===== src/hdl/lfbg_fifo.sv =====
// Small show-ahead queue built from registers.
`timescale 1ns / 1ps
module lfbg_fifo #(
  parameter int W = 8,
  parameter int DEPTH = 2
) (
  input  logic         clk,
  input  logic         rst,
  input  logic         wr_en,
  input  logic [W-1:0] wr_data,
  output logic         full,
  input  logic         rd_en,
  output logic [W-1:0] rd_data,
  output logic         empty
);
  localparam int PW = (DEPTH > 1) ? $clog2(DEPTH) : 1;
  localparam int CW = $clog2(DEPTH + 1);

  logic [W-1:0]  mem [DEPTH];
  logic [PW-1:0] wr_ptr;
  logic [PW-1:0] rd_ptr;
  logic [CW-1:0] count;
  logic          do_wr;
  logic          do_rd;

  assign full    = (count == CW'(DEPTH));
  assign empty   = (count == '0);
  assign do_wr   = wr_en && !full;
  assign do_rd   = rd_en && !empty;
  assign rd_data = mem[rd_ptr];

  always_ff @(posedge clk) begin
    if (do_wr) begin
      mem[wr_ptr] <= wr_data;
    end
  end

  always_ff @(posedge clk) begin
    if (rst) begin
      wr_ptr <= '0;
      rd_ptr <= '0;
      count  <= '0;
    end else begin
      if (do_wr) begin
        wr_ptr <= (wr_ptr == PW'(DEPTH - 1)) ? '0 : wr_ptr + 1'b1;
      end
      if (do_rd) begin
        rd_ptr <= (rd_ptr == PW'(DEPTH - 1)) ? '0 : rd_ptr + 1'b1;
      end
      unique case ({do_wr, do_rd})
        2'b10:   count <= count + 1'b1;
        2'b01:   count <= count - 1'b1;
        default: count <= count;
      endcase
    end
  end
endmodule


===== config.mk =====
export PLATFORM = sky130hd
export DESIGN_NAME = lfbg_fifo
export DESIGN_NICKNAME = d
export VERILOG_FILES = /design/src/hdl/lfbg_fifo.sv
export SDC_FILE = /design/constraint.sdc
export NUM_CORES = 1
export LEC_CHECK = 0
export BUFFER_PORTS_ARGS = -buffer_cell sky130_fd_sc_hd__clkbuf_2
export CORE_ASPECT_RATIO = 0.8
export CORE_MARGIN = 8
export CORE_UTILIZATION = 44
export CTS_BUF_LIST = sky130_fd_sc_hd__clkbuf_16
export DETAILED_ROUTE_END_ITERATION = 16
export HOLD_SLACK_MARGIN = 0.08
export PLACE_DENSITY = 0.72
export RECOVER_POWER = 25
export SYNTH_ARGS = -nofsm -noshare
export SYNTH_HDL_FRONTEND = slang
export SYNTH_SLANG_ARGS = --single-unit

===== constraint.sdc =====
create_clock -name clk -period 1.48 [get_ports clk]
set_input_delay 0.148 -clock clk [delete_from_list [all_inputs] [get_ports clk]]
set_output_delay 0.148 -clock clk [all_outputs]
set_load 0.005 [all_outputs]

==> results.toml, run 1 <==
[status]
status = "finished clean"

[placement]
dpl.cell_count = 95
gp_congestion = 0.8079
place_hpwl_mm = 1.062
port_buffers = 21

[clock_tree]
path_clk_slew_ns = 0.06
cts_buffers = 3
cts_buffer_depth = 2
cts-root-buf = "clkbuf_16"
htreeDepth = 1
cts_tree = "done"
clkLatencyLatePin_ns = 0.25
cts_sinks = 21

[floorplan]
rows = 13
ios = 22
initial_core_util = 0.4811
dieArea_mm2 = 0.003442
core_area_mm2 = 0.001659
die_h_um = 54.10
dieWidth_um = 63.62

[global_route]
grt_pass1_vias = 522
grt_max_degree = 13
grtUsageTotal = 0.08775
antenna_found_initial = 0
overflow = 0
grt_pass1_wl_mm = 2.283

[logic_synthesis]
synth_top_area_cell = "edfxtp_1"
yosysMostFrequentCell = "edfxtp_1"
synth_enable_flop_cells = 16
synth_top_area_frac = 0.6019
async_flop_share = 0
yosysWarningCount = 0
synth_area_um2 = 798.3
avgSynthCellArea_um2 = 15.65
synthDistinctLibCells = 17
syn_nets = 64
synth_commonest_cells = "edfxtp_1 (16), mux2_2 (8), dfxtp_1 (5)"
synthCells = 51
ys.flop_type = "edfxtp_1"
synth_seq_area_share = 0.7273
ys_ff_latch = 21
synth_area_leaders = "edfxtp_1 (60%), dfxtp_1 (13%), mux2_2 (11%)"

[timing]
min_period_ns = 1.411
slew_headroom = 0.7353
fmax_mhz = 708.7
hold_viol_final = 0
finalSetupTns_ns = 0
slew_viol_final = 0
fin_crit_sh = 0.9534
setup_viol = 0
rsz0062_at_grt = "false"
worstMarginPinSlew_ns = 0.3970
fin_skew_ns = 0.001116

[finish]
drive_above_1_share = 0.5000
final_util = 0.6259
final_cell_count_no_fill = 100
fin_nets = 92
area_growth_pct = 30.09
diodes = 0

[detailed_routing]
drtPass1Iterations = 4
drtIter0Drc = 7
postRouteAntennaNets = 0
routed_via_density = 5.000
vias = 500
drt-total-wl_mm = 1.519
drc = 0
routedWlPerCell_um = 15.19

[critical_path]
crit_required_ns = 1.66
cp.arrival_ns = 1.59
crit_fanout = 5
slowest_delay_ns = 0.35
criticalPathCategory = "register to register"
crit_chain = "o21a_1 > ha_1 > or3_1 > a21oi_1"
critPathLaunchType = "register"
path_buf_inv = 0
endpoint_kind = "register"
crit_path_top_delay_cell = "or3_1"
cp_top_family = "simple AND/OR/NAND/NOR gates"

[pwr]
ir_drop_v = 0.001094
p_leak_nw = 0.4232
p_total_mw = 1.963
power.density_mw_per_mm2 = 1890

[worst_hold_path]
hold_path.class = "input port to register"

[job]
max_cap_violations = 0
[layout make-up]
| class | count | area, um2 |
|---|---|---|
| clock inverter | 1 | 5.005 |
| sequential | 21 | 584.3 |
| fill | 139 | 620.6 |
| timing repair buffer | 24 | 127.6 |
| multi-input combinational | 26 | 207.7 |
| clock buffer | 3 | 75.07 |
| tap | 22 | 27.53 |
| inverter | 3 | 11.26 |
[metrics by stage]
step / hold slack [ns] / setup WS [ns] / instance area, um2
after floorplan: 0.2171 / 0.06742 / 798.3
after global placement: 0.3369 / 0.02998 / 942.2
after detailed placement: 0.3419 / 0.02361 / 942.2
after CTS: 0.08351 / 0.02962 / 1023
after global routing: 0.08362 / 0.01025 / 1039
final: 0.08574 / 0.06890 / 1039
[sequential cells by signal (all words and copies together) (netlist names), named ones only]
| name | count |
|---|---|
| count | 2 |
| mem | 16 |
| rd_ptr | 1 |
| wr_ptr | 1 |
[cell usage in the layout (no fill, tap or decap)]
cell           netlist  layout
dfxtp_2              0       3
o21a_1               1       1
edfxtp_1            16      16
dlygate4sd3_1        0       1
ha_1                 1       1
a21oi_1              2       2
or3_1                2       2
clkbuf_16            0       3
clkinv_2             0       1
xor2_1               1       1
inv_1                2       1
clkbuf_1             1       2
nand2_1              1       1
and3_1               1       1
dfxtp_1              5       2
nor2_1               4       4
buf_4                0       2
clkbuf_2             0      19
o21ai_0              2       2
xnor2_1              2       2
nand2b_4             0       1
mux2_2               8       8
inv_2                1       2
[path summary, 6_finish.rpt]
kind | to | slack, ns | from | cells past startpoint
worst max-delay path | count[1] | 0.07 | count[1] | 4
worst max register to register | count[1] | 0.07 | count[1] | 4
worst min-delay path | mem[1][1] | 0.09 | wr_data[1] | 1
worst min register to register | wr_ptr | 0.51 | wr_ptr | 2
[metal layers]
| layer | wire length (um) | track usage | share of wire |
|---|---|---|---|
| met5 | 0 | 0 | 0 |
| met4 | 48 | 0.07380 | 0.032 |
| met3 | 99 | 0.02692 | 0.065 |
| met2 | 819 | 0.1731 | 0.54 |
| met1 | 551 | 0.07403 | 0.36 |
[repair_timing]
action                                  in CTS  in global routing
pin swaps                                    0                  2
hold buffers                                 0                  1
setup buffers                                0                  0
gates cloned                                 0                  0
endpoints found under the setup margin       8                  1
gates resized for setup                      2                  3
endpoints found under the hold margin        0                  2
[report_power, final]
group	switching [mW]	internal [mW]	total (mW)
Clock	0.198	0.362	0.560
Combinational	0.246	0.306	0.551
Sequential	0.0831	0.769	0.852
[logic make-up (layout without fill, tap and decap cells)]
group           after synthesis  after routing  synth area share
flops                        21             21            0.7273
simple gates                  9              9           0.05799
mux                           8              8            0.1129
compound gates                5              5           0.03449
buf+inv                       4             31           0.01880
xor+xnor                      3              3           0.03292
fa+ha+maj                     1              1           0.01567
[worst reg2reg max path, delay by kind of cell (launching register included)]
family | cells | cell delay (ns)
adder cells (fa/ha/maj) | 1 | 0.31
flip-flops | 1 | 0.34
AND/OR/NAND/NOR | 1 | 0.35
AO/OA/AOI/OAI | 2 | 0.33
Note: power is estimated with default switching activity, not from simulation.
==> inputs of run 2 (changes only) <==
--- a/config.mk
+++ b/config.mk
@@ -6,13 +6,12 @@
 export NUM_CORES = 1
 export LEC_CHECK = 0
 export BUFFER_PORTS_ARGS = -buffer_cell sky130_fd_sc_hd__clkbuf_2
-export CORE_ASPECT_RATIO = 0.8
 export CORE_MARGIN = 8
-export CORE_UTILIZATION = 44
+export CORE_UTILIZATION = 52
 export CTS_BUF_LIST = sky130_fd_sc_hd__clkbuf_16
 export DETAILED_ROUTE_END_ITERATION = 16
 export HOLD_SLACK_MARGIN = 0.08
-export PLACE_DENSITY = 0.72
+export PLACE_DENSITY = 0.79
 export RECOVER_POWER = 25
 export SYNTH_ARGS = -nofsm -noshare
 export SYNTH_HDL_FRONTEND = slang
==> constraint.sdc (replaced) <==
create_clock -name clk -period 1.81 [get_ports clk]
set_input_delay 0.181 -clock clk [delete_from_list [all_inputs] [get_ports clk]]
set_output_delay 0.181 -clock clk [all_outputs]
set_load 0.005 [all_outputs]
==> run 2 against run 1 <==
Sequential share of layout area is 2.0 points higher. Core utilization is 5.1 points higher. Global-route usage is 2.5 points higher. First-iteration DRC count stayed put. Via count is 7.2% lower. Clock power is 20% lower. Design area is 4.1% lower. Combinational power is 29% lower. Register-to-register slack better by 0.17 ns. Final cell count is 9.0% lower. Setup slack better by 0.17 ns. Critical path type unchanged.
==> results.toml, run 2 (same netlist as run 1, synthesis figures left out) <==
[job]
max_cap_violations = 0

[global_route]
antenna_found_initial = 0
grt_max_degree = 13
grtUsageTotal = 0.1127
grt_pass1_vias = 493
overflow = 0
grt_pass1_wl_mm = 2.332

[clock_tree]
cts_buffers = 3
path_clk_slew_ns = 0.05
cts_tree = "done"
ctsHoldBuffers = 0
cts_resized = 0
cts_buffer_depth = 2
post_cts_buffers = 0
clkLatencyLatePin_ns = 0.25
cts_sinks = 21
cts-root-buf = "clkbuf_16"
htreeDepth = 1

[critical_path]
endpoint_kind = "register"
criticalPathCategory = "register to register"
critPathLaunchType = "register"
crit_fanout = 8
cp.arrival_ns = 1.48
crit_required_ns = 1.73

[detailed_routing]
drtPass1Iterations = 4
drtIter0Drc = 7
routedWlPerCell_um = 15.62
routed_via_density = 5.099
drt-total-wl_mm = 1.421
vias = 464
drc = 0
postRouteAntennaNets = 0

[timing]
hold_viol_final = 0
hold_ws_ns = 0.1209
worstMarginPinSlew_ns = 0.3704
fin_crit_sh = 0.8659
rsz0062_at_grt = "false"
setup_viol = 0
slew_headroom = 0.7531
slew_viol_final = 0
fmax_mhz = 638.0
finalSetupTns_ns = 0
min_period_ns = 1.567
fin_skew_ns = 0.002375

[pwr]
ir_drop_v = 0.0009156
p_seq_frac = 0.451
comb_power_share = 0.256
swShare = 0.2635
switching_power_mw = 0.4033
clkPwrFrac = 0.293
power.density_mw_per_mm2 = 1537
power.internal_mw = 1.127
p_total_mw = 1.530
p_leak_nw = 0.4037

[floorplan]
initial_core_util = 0.5425
rows = 14
core_area_mm2 = 0.001471
dieWidth_um = 55.18
dieArea_mm2 = 0.003045
ios = 22
die_h_um = 55.18

[finish]
diodes = 0
largest_register_ffs = 16
final_common_cell = "clkbuf_2"
reg.largest.list = "mem x16, count x2"
final_cell_mix = "clkbuf_2 (18), edfxtp_1 (16), mux2_2 (8)"
fin_nets = 89
top_register = "mem"
drive_above_1_share = 0.4267
area_growth_pct = 24.76

[placement]
gp_congestion = 0.7012
port_buffers = 21
place_hpwl_mm = 1.012

[worst_hold_path]
hold_path.class = "input port to register"

[status]
status = "finished clean"
## run 2: layout make-up
| type | count | area (um2) |
|---|---|---|
| tap | 16 | 20.02 |
| sequential | 21 | 580.6 |
| clock buffer | 3 | 75.07 |
| clock inverter | 1 | 5.005 |
| fill | 118 | 475.5 |
| inverter | 3 | 11.26 |
| multi-input combinational | 26 | 202.7 |
| timing repair buffer | 21 | 101.3 |
## run 2: per-stage QoR
stage	std cells	setup slack, ns	area, um2	utilization
6_report	91	0.2427	996.0	0.6769
5_1_grt	91	0.1575	996.0	0.6769
4_1_cts	91	0.2374	999.7	0.6794
3_5_place_dp	87	0.2527	919.6	0.6250
3_3_place_gp	87	0.3233	919.6	0.6250
2_1_floorplan	51	0.3974	798.3	-
## run 2: power groups by stage
stage                     clock [mW]  combinational [mW]  sequential, mW
final                          0.448               0.392           0.691
after global routing           0.478               0.435           0.704
after CTS                      0.462               0.400           0.692
after detailed placement           0               0.388           0.702
after global placement             0               0.375           0.698
after floorplan                    0               0.275           0.666
## run 2: metal layers
metal	up-vias	track usage	share of wire
li1	231	-	-
met1	213	0.1156	0.36
met2	16	0.1847	0.53
met5	-	0	0
met4	0	0.08400	0.028
met3	4	0.04011	0.079
## run 2: critical path, stage by stage (launching register included)
cell and delay [ns]:
dfxtp_1 0.41, nand2b_2 0.18, inv_2 0.04, or3_1 0.32, inv_1 0.28
## run 2: worst paths after layout
check / startpoint / end / slack (ns) / cells after the start
setup / recovery: count[0] / mem[0][0] / 0.24 / 4
hold / removal: wr_data[2] / mem[0][2] / 0.12 / 1
setup reg to reg: count[0] / mem[0][0] / 0.24 / 4
hold reg to reg: wr_ptr / wr_ptr / 0.49 / 2
