File: src/hdl/lfbg_pkg.sv
// Shared types, codes and helpers for the LED frame blend and gamma encoder.
`timescale 1ns / 1ps
package lfbg_pkg;

  typedef enum logic [1:0] {
    OP_SET_PIXEL  = 2'd0,
    OP_COMMIT     = 2'd1,
    OP_LOAD_GAMMA = 2'd2,
    OP_LOAD_MAP   = 2'd3
  } op_t;

  typedef enum logic [1:0] {
    CFG_BLEND_FRAMES = 2'd0,
    CFG_NUM_OUTPUTS  = 2'd1,
    CFG_GAMMA_ENABLE = 2'd2,
    CFG_UNUSED       = 2'd3
  } cfg_idx_t;

  localparam logic [1:0] CH_NONE = 2'd3;
  localparam logic [7:0] ENC_IDLE = 8'h80;
  localparam logic [2:0] GAMMA_ENABLE_RESET = 3'd7;

  typedef struct packed {
    logic [3:0] blend_frames;
    logic [8:0] num_outputs;
    logic [2:0] gamma_enable;
  } cfg_t;

  typedef struct packed {
    op_t        op;
    logic [7:0] index;
    logic [1:0] channel;
    logic [7:0] red;
    logic [7:0] green;
    logic [7:0] blue;
    logic [7:0] table_value;
    logic       map_skip;
  } cmd_t;

  typedef struct packed {
    logic       written;
    logic [7:0] physical_led;
    logic [7:0] green_byte;
    logic [7:0] red_byte;
    logic [7:0] blue_byte;
  } res_t;

  typedef struct packed {
    logic clearing;
    logic res_push;
  } back_stat_t;

  function automatic logic [7:0] encode(input logic [7:0] v);
    encode = {1'b1, v[7:1]};
  endfunction

endpackage

File: src/hdl/lfbg_fifo.sv
// Small show-ahead queue built from registers.
`timescale 1ns / 1ps
module lfbg_fifo #(
  parameter int W = 8,
  parameter int DEPTH = 2
) (
  input  logic         clk,
  input  logic         rst,
  input  logic         wr_en,
  input  logic [W-1:0] wr_data,
  output logic         full,
  input  logic         rd_en,
  output logic [W-1:0] rd_data,
  output logic         empty
);
  localparam int PW = (DEPTH > 1) ? $clog2(DEPTH) : 1;
  localparam int CW = $clog2(DEPTH + 1);

  logic [W-1:0]  mem [DEPTH];
  logic [PW-1:0] wr_ptr;
  logic [PW-1:0] rd_ptr;
  logic [CW-1:0] count;
  logic          do_wr;
  logic          do_rd;

  assign full    = (count == CW'(DEPTH));
  assign empty   = (count == '0);
  assign do_wr   = wr_en && !full;
  assign do_rd   = rd_en && !empty;
  assign rd_data = mem[rd_ptr];

  always_ff @(posedge clk) begin
    if (do_wr) begin
      mem[wr_ptr] <= wr_data;
    end
  end

  always_ff @(posedge clk) begin
    if (rst) begin
      wr_ptr <= '0;
      rd_ptr <= '0;
      count  <= '0;
    end else begin
      if (do_wr) begin
        wr_ptr <= (wr_ptr == PW'(DEPTH - 1)) ? '0 : wr_ptr + 1'b1;
      end
      if (do_rd) begin
        rd_ptr <= (rd_ptr == PW'(DEPTH - 1)) ? '0 : rd_ptr + 1'b1;
      end
      unique case ({do_wr, do_rd})
        2'b10:   count <= count + 1'b1;
        2'b01:   count <= count - 1'b1;
        default: count <= count;
      endcase
    end
  end
endmodule

File: src/hdl/lfbg_front.sv
// Front end: accept items, classify them and queue commands for the back end.
`timescale 1ns / 1ps
module lfbg_front (
  input  logic                clk,
  input  logic                rst,
  input  logic                push,
  output logic                full,
  input  logic [1:0]          operation,
  input  logic [7:0]          index,
  input  logic [1:0]          channel,
  input  logic [7:0]          red,
  input  logic [7:0]          green,
  input  logic [7:0]          blue,
  input  logic [7:0]          table_value,
  input  logic                map_skip,
  input  logic                clearing,
  input  logic                cmd_pop,
  output lfbg_pkg::cmd_t      cmd,
  output logic                cmd_empty
);
  import lfbg_pkg::*;

  cmd_t cmd_in;
  logic q_full;
  logic accept;
  logic enq;
  logic [$bits(cmd_t)-1:0] q_out;

  assign full   = q_full || clearing;
  assign accept = push && !full;

  always_comb begin
    cmd_in.op          = op_t'(operation);
    cmd_in.index       = index;
    cmd_in.channel     = channel;
    cmd_in.red         = red;
    cmd_in.green       = green;
    cmd_in.blue        = blue;
    cmd_in.table_value = table_value;
    cmd_in.map_skip    = map_skip;
    // drop gamma loads aimed at no channel
    enq = accept && !(cmd_in.op == OP_LOAD_GAMMA && channel == CH_NONE);
  end

  lfbg_fifo #(.W($bits(cmd_t)), .DEPTH(2)) u_cmdq (
    .clk(clk), .rst(rst),
    .wr_en(enq), .wr_data(cmd_in), .full(q_full),
    .rd_en(cmd_pop), .rd_data(q_out), .empty(cmd_empty)
  );

  assign cmd = cmd_t'(q_out);
endmodule

File: config.mk
export PLATFORM = sky130hd
export DESIGN_NAME = lfbg_front
export DESIGN_NICKNAME = d
export VERILOG_FILES = /design/src/hdl/lfbg_pkg.sv /design/src/hdl/lfbg_fifo.sv /design/src/hdl/lfbg_front.sv
export SDC_FILE = /design/constraint.sdc
export NUM_CORES = 1
export LEC_CHECK = 0
export ABC_AREA = 0
export BUFFER_PORTS_ARGS = -buffer_cell sky130_fd_sc_hd__buf_2
export CELL_PAD_IN_SITES_DETAIL_PLACEMENT = 1
export CELL_PAD_IN_SITES_GLOBAL_PLACEMENT = 2
export CORE_MARGIN = 4
export CORE_UTILIZATION = 40
export CTS_CLUSTER_SIZE = 12
export DETAILED_ROUTE_END_ITERATION = 12
export GPL_ROUTABILITY_DRIVEN = 0
export PLACE_DENSITY = 0.89
export SYNTH_ARGS = -nofsm -noshare
export SYNTH_HDL_FRONTEND = slang
export SYNTH_SLANG_ARGS = --single-unit
File: constraint.sdc
create_clock -name clk -period 6.86 [get_ports clk]
set_input_delay 0.343 -clock clk [delete_from_list [all_inputs] [get_ports clk]]
set_output_delay 0.343 -clock clk [all_outputs]
set_load 0.02 [all_outputs]
==> results_dict.tcl, run 1 <==
set metrics [dict create \
    status "finished, final reports clean" \
    synth_top_area_share_pct 77.7 \
    finalNonFillerCells 379 \
    p_total_mw 1.42 \
    ys.warnings.count 0 \
    dp.cells 365 \
    clk_pin_slew_ps 90 \
    cts_max_level 3 \
    maxSlewViolCount 0 \
    maxCapViolCount 0 \
    cpMaxStageDelayCell "dfxtp_2" \
    num_antenna_cells 0 \
    first_pass_iters 4 \
    overflow 0 \
    layout_setup_ws_ps 4520 \
    dieArea_sq_um 10300 \
    pre_cts_slack_ps 4840 \
    hp-class "in -> reg" \
    yosys-top-cells-area "edfxtp_1, mux2_2, dfxtp_1" \
    critPathMaxFanout 45 \
    synth_area_per_cell_sq_um 20.8 \
    critPathMaxStageDelay_ps 1030 \
    synth-edff-count 90 \
    synth.most_common_cell "edfxtp_1" \
    fin_crit_sh_pct 34.1 \
    required_ps 6520 \
    start_util_pct 41.7 \
    syn-cell-area_sq_um 3480 \
    synth_seq_cells 95 \
    ys_dominant_reg_cell "edfxtp_1" \
    synth_common_cells "edfxtp_1, mux2_2, nor2_1" \
    num_io_pins 97 \
    fp.dieW_microns 101 \
    wirelength_mm 6.32 \
    endpoint_kind "output pin" \
    cts_buffers 9 \
    post-dp-hpwl_mm 4.26 \
    synth_nets 218 \
    crit_buf_inv 1 \
    leakage_nw 1.55 \
    hold_buffers 0 \
    power.density_nw_per_um2 332 \
    avgViaCountPerCell 4.80 \
    yosysUniqueCellTypes 17 \
    syn2layout_area_growth_pct 22.8 \
    coreArea_sq_um 8340 \
    ctsResizeCount 0 \
    port_buffers 96 \
    rsz0062_at_grt "no" \
    cts_tree "done" \
    finalCriticalPeriod_ps 2340 \
    max_slew_margin_pct 29.4 \
    cts_sinks 95 \
    drive_gt1_share_pct 58.4 \
    grt_use_total_pct 12.7 \
    cp.arrival_ps 2000 \
    drc 0 \
    nets 322 \
    postCtsSetupBuffers 0 \
    die-height_microns 101 \
    grt_antenna_before_repair 0 \
    rows 33 \
    tightest_slew_ps 1060 \
    cts_root_buffer "clkbuf_8" \
    avgRoutedWirePerCell_microns 16.7 \
    crit_type "reg -> out" \
    synth_seq_area_share_pct 80.5 \
    grt_max_degree 46 \
    fin_skew_ps 8.61 \
    yosysTopAreaCell "edfxtp_1" \
    synthCells 167 \
    synthArstFlopShare_pct 0 \
    hold_viol 0 \
    clock_latency_ps 340 \
    setup_violations 0 \
    hold_slack_ps 180 \
    path_cells "mux2_2 -> buf_2" \
    drt-initial-drc-count 68 \
    fin_setup_tns_ps 0 \
    grt_pass1_vias 1968 \
    max_freq_mhz 428 \
    clock_path_buffers 2 \
    ir_worst_vdd_mv 0.131 \
    startpoint_type "flop" \
    antenna_left 0 \
    grt_pass1_wl_mm 9.68 \
    vias 1818 \
    crit_family "flip-flops" \
    n_fill_cell 842 \
]
==> path summary, 6_finish.rpt <==
| path | from | to | slack (ps) | cells after the start |
|---|---|---|---|---|
| max | flop | cmd[28] | 4520 | 2 |
| min reg2reg | u_cmdq.rd_ptr | u_cmdq.rd_ptr | 530 | 2 |
| min | blue[7] | u_cmdq.mem[1][16] | 180 | 1 |
| max reg2reg | u_cmdq.count[0] | u_cmdq.mem[1][43] | 4950 | 4 |
==> worst register-to-register path: cells and delay by family, from the launching register on <==
kind / cells / cell delay (ps)
and+or+nand+nor: 3 / 580
buffers and inverters: 1 / 530
DFF: 1 / 430
==> layout make-up <==
cell class | instances | area, sq um | area share (%)
Inverter | 1 | 3.75 | 0.0878
Tap cell | 105 | 131 | 3.07
Clock buffer | 10 | 128 | 2.99
Multi-Input combinational cell | 66 | 663 | 15.5
Timing Repair Buffer | 98 | 495 | 11.6
Sequential cell | 95 | 2800 | 65.6
Clock inverter | 4 | 48.8 | 1.14
==> cells in the final DEF, fill, tap and decap left out, types with 2 or more instances in the layout <==
cell,instances
buf_2,96
buf_4,2
clkbuf_8,9
clkinvlp_4,2
dfxtp_1,4
edfxtp_1,90
mux2_2,46
nor2_1,6
nor2_4,2
xnor2_1,2
==> flip-flops by register name, summed over array words and instances (netlist names), named ones only <==
signal and cells:
u_cmdq.rd_ptr 1, u_cmdq.wr_ptr 1, u_cmdq.count 2, u_cmdq.mem 90
==> stage by stage <==
| stage | area (sq um) | utilization (%) |
|---|---|---|
| finish | 4270 | 51.2 |
| global placement | 4100 | 49.1 |
| floorplan | 3480 | - |
| global route | 4270 | 51.2 |
| CTS | 4270 | 51.2 |
| detailed placement | 4100 | 49.1 |
==> power breakdown <==
group	leakage [nW]	internal [mW]	switching (mW)
sequential	0.866	0.682	0.0520
combinational	0.603	0.160	0.188
clock	0.0819	0.163	0.172
total	1.55	1.00	0.412
==> routing by layer <==
layer,GRT usage (%),wire length (microns)
met3,4.61,473
met1,14.4,2540
met2,21.7,3240
met5,0,0
met4,4.91,75
==> cells by family after synthesis <==
logic type	count (synthesis)	synth area share (%)
simple gates	13	2.12
fa+ha+maj	1	0.360
flops	95	80.5
xor+xnor	3	0.755
mux	46	14.9
buf+inv	6	0.827
compound gates	3	0.503
No activity file was read; power rests on OpenSTA's default activity.
==> run 2: changes to the inputs <==
--- a/config.mk
+++ b/config.mk
@@ -5,16 +5,16 @@
 export SDC_FILE = /design/constraint.sdc
 export NUM_CORES = 1
 export LEC_CHECK = 0
-export ABC_AREA = 0
+export ABC_AREA = 1
 export BUFFER_PORTS_ARGS = -buffer_cell sky130_fd_sc_hd__buf_2
 export CELL_PAD_IN_SITES_DETAIL_PLACEMENT = 1
 export CELL_PAD_IN_SITES_GLOBAL_PLACEMENT = 2
 export CORE_MARGIN = 4
-export CORE_UTILIZATION = 40
+export CORE_UTILIZATION = 34
 export CTS_CLUSTER_SIZE = 12
 export DETAILED_ROUTE_END_ITERATION = 12
 export GPL_ROUTABILITY_DRIVEN = 0
-export PLACE_DENSITY = 0.89
+export PLACE_DENSITY = 0.8
 export SYNTH_ARGS = -nofsm -noshare
 export SYNTH_HDL_FRONTEND = slang
 export SYNTH_SLANG_ARGS = --single-unit
==> constraint.sdc (replaced) <==
create_clock -name clk -period 2.1 [get_ports clk]
set_input_delay 0.105 -clock clk [delete_from_list [all_inputs] [get_ports clk]]
set_output_delay 0.105 -clock clk [all_outputs]
set_load 0.02 [all_outputs]
==> run 2 against run 1 <==
  * Clock power increased to 3.4 times the previous value
  * Total power increased to 2.9 times the previous value
  * Combinational power increased by 120%
  * Setup slack got worse by 4300 ps
  * Wire length increased by 8.6%
  * Utilization decreased by 3.7 points
  * Worst hold slack got worse by 140 ps
  * Final area increased by 16%
  * Flip-flop and latch count unchanged
  * Via count increased by 12%
  * Global-route usage decreased by 1.3 points
  * Register-to-register slack got worse by 4500 ps
  * Largest power group unchanged
  * Highest routed layer unchanged
==> results_dict.tcl, run 2 <==
set metrics [dict create \
    nets 381 \
    tightest_slew_ps 412 \
    ctsResizeCount 0 \
    placed_cell_area_sq_um 4340 \
    endpoint_kind "output pin" \
    coreArea_sq_um 10500 \
    first_pass_iters 4 \
    yosys-top-cells-area "edfxtp_1, mux2_4, dfxtp_1" \
    ys_dominant_reg_cell "edfxtp_1" \
    grt_max_degree 46 \
    port_buffers 96 \
    syn-cell-area_sq_um 3710 \
    antenna_left 0 \
    avgViaCountPerCell 4.33 \
    startpoint_type "flop" \
    max_slew_margin_pct 72.5 \
    crit_type "reg -> out" \
    cts_buffers 9 \
    synthXorXnorAreaFrac_pct 0 \
    ir_worst_vdd_mv 0.376 \
    utilization_pct 47.5 \
    hold_buffers 45 \
    power.density_nw_per_um2 827 \
    top_regs "u_cmdq.mem (90), u_cmdq.count (2)" \
    start_util_pct 35.5 \
    synthSimpleGateAreaFrac_pct 2.60 \
    synthCells 179 \
    synth_common_cells "edfxtp_1, mux2_4, nand2_1, nor2_1" \
    leakage_nw 1.94 \
    num_io_pins 97 \
    final_common_cell "buf_2" \
    yosysUniqueCellTypes 18 \
    die-height_microns 112 \
    synth-compound-area-share_pct 0.674 \
    status "finished, final reports clean" \
    rsz0062_at_grt "no" \
    clk_pin_slew_ps 90 \
    top_register "u_cmdq.mem" \
    synth.most_common_cell "edfxtp_1" \
    syn2layout_area_growth_pct 34.0 \
    synth_area_per_cell_sq_um 20.7 \
    ys.warnings.count 0 \
    synth_seq_area_share_pct 75.5 \
    cts_tree "done" \
    grt_antenna_before_repair 0 \
    critPathMaxFanout 24 \
    final_cell_mix "buf_2, edfxtp_1, dlygate4sd3_1" \
    pre_cts_slack_ps 441 \
    finalCriticalPeriod_ps 1850 \
    fin_area_sq_um 4970 \
    synth_seq_cells 95 \
    required_ps 2000 \
    grt_use_total_pct 11.4 \
    synth_top_area_share_pct 72.8 \
    maxCapViolCount 0 \
    cp.arrival_ps 1740 \
    dieArea_sq_um 12700 \
    drive_gt1_share_pct 50.3 \
    vias 2036 \
    cts_max_level 3 \
    max_freq_mhz 541 \
    clock_path_buffers 2 \
    synth-edff-count 90 \
    hold_slack_ps 35.4 \
    drt-initial-drc-count 32 \
    cts_sinks 95 \
    hp-class "in -> reg" \
    postCtsSetupBuffers 0 \
    fin_skew_ps 12.2 \
    n_fill_cell 1052 \
    yosys-mux-area-fraction_pct 17.7 \
    grt_pass1_wl_mm 11.3 \
    drc 0 \
    synthArstFlopShare_pct 0 \
    maxSlewViolCount 0 \
    synthAdderAreaFrac_pct 0.337 \
    fin_setup_tns_ps 0 \
    cts_root_buffer "clkbuf_8" \
    rows 37 \
    grt_pass1_vias 2353 \
    clock_latency_ps 350 \
    overflow 0 \
    yosysTopAreaCell "edfxtp_1" \
    synth_nets 230 \
    layout_setup_ws_ps 251 \
    num_antenna_cells 0 \
    hold_viol 0 \
    fp.dieW_microns 112 \
    wirelength_mm 6.87 \
    setup_violations 0 \
    avgRoutedWirePerCell_microns 14.6 \
    largest_register_ffs 90 \
    fin_crit_sh_pct 88.1 \
    synth_top_family_by_area "multiplexers" \
]
==> run 2: path summary, 6_finish.rpt <==
check	startpoint	endpoint	slack, ps	depth (start not counted)
worst max register to register	u_cmdq.count[0]	u_cmdq.count[1]	460	10
worst min-delay path	rst	u_cmdq.count[1]	40	4
worst max-delay path	flop	cmd[4]	250	3
worst min register to register	u_cmdq.rd_ptr	flop	470	1
==> run 2: stage by stage <==
step	instances	power, mW
3_5_place_dp	410	2.98
6_report	470	4.11
5_1_grt	470	4.33
2_1_floorplan	179	2.78
3_3_place_gp	410	2.96
4_1_cts	470	4.18
==> run 2: cell families after synthesis <==
kind of cell               count (synthesis)
muxes                                     45
AOI/OAI and AO/OA                          5
and+or+nand+nor                           21
adders and majority gates                  1
DFF                                       95
buffers and inverters                     12
==> run 2: cell type report <==
cell class	instances	area (sq um)	share of cell area [%]
sequential	95	2810	56.4
timing repair buffer	145	986	19.8
multi-input combinational	72	798	16.1
tap	136	170	3.42
clock buffer	9	124	2.49
clock inverter	6	62.6	1.26
inverter	7	26.3	0.528
==> run 2: power by group <==
group          leakage [nW]  total, mW  internal (mW)  switching, mW
clock network        0.0887       1.13          0.540          0.590
registers             0.866       2.23           2.17         0.0609
logic                 0.985      0.751          0.378          0.373
total                  1.94       4.11           3.09           1.02
==> run 2: worst max-delay path, cell delays in order, from the launching register on <==
cell and delay (ps):
dfxtp_4 610, buf_12 280, mux2_4 320, buf_2 160
==> run 2: layer usage <==
layer | GRT usage [%] | routed length [microns] | vias up
met2 | 21.1 | 3690 | 63
met4 | 3.61 | 54 | 0
met1 | 12.3 | 2670 | 990
met3 | 3.50 | 448 | 8
li1 | - | - | 975
met5 | 0 | 0 | -
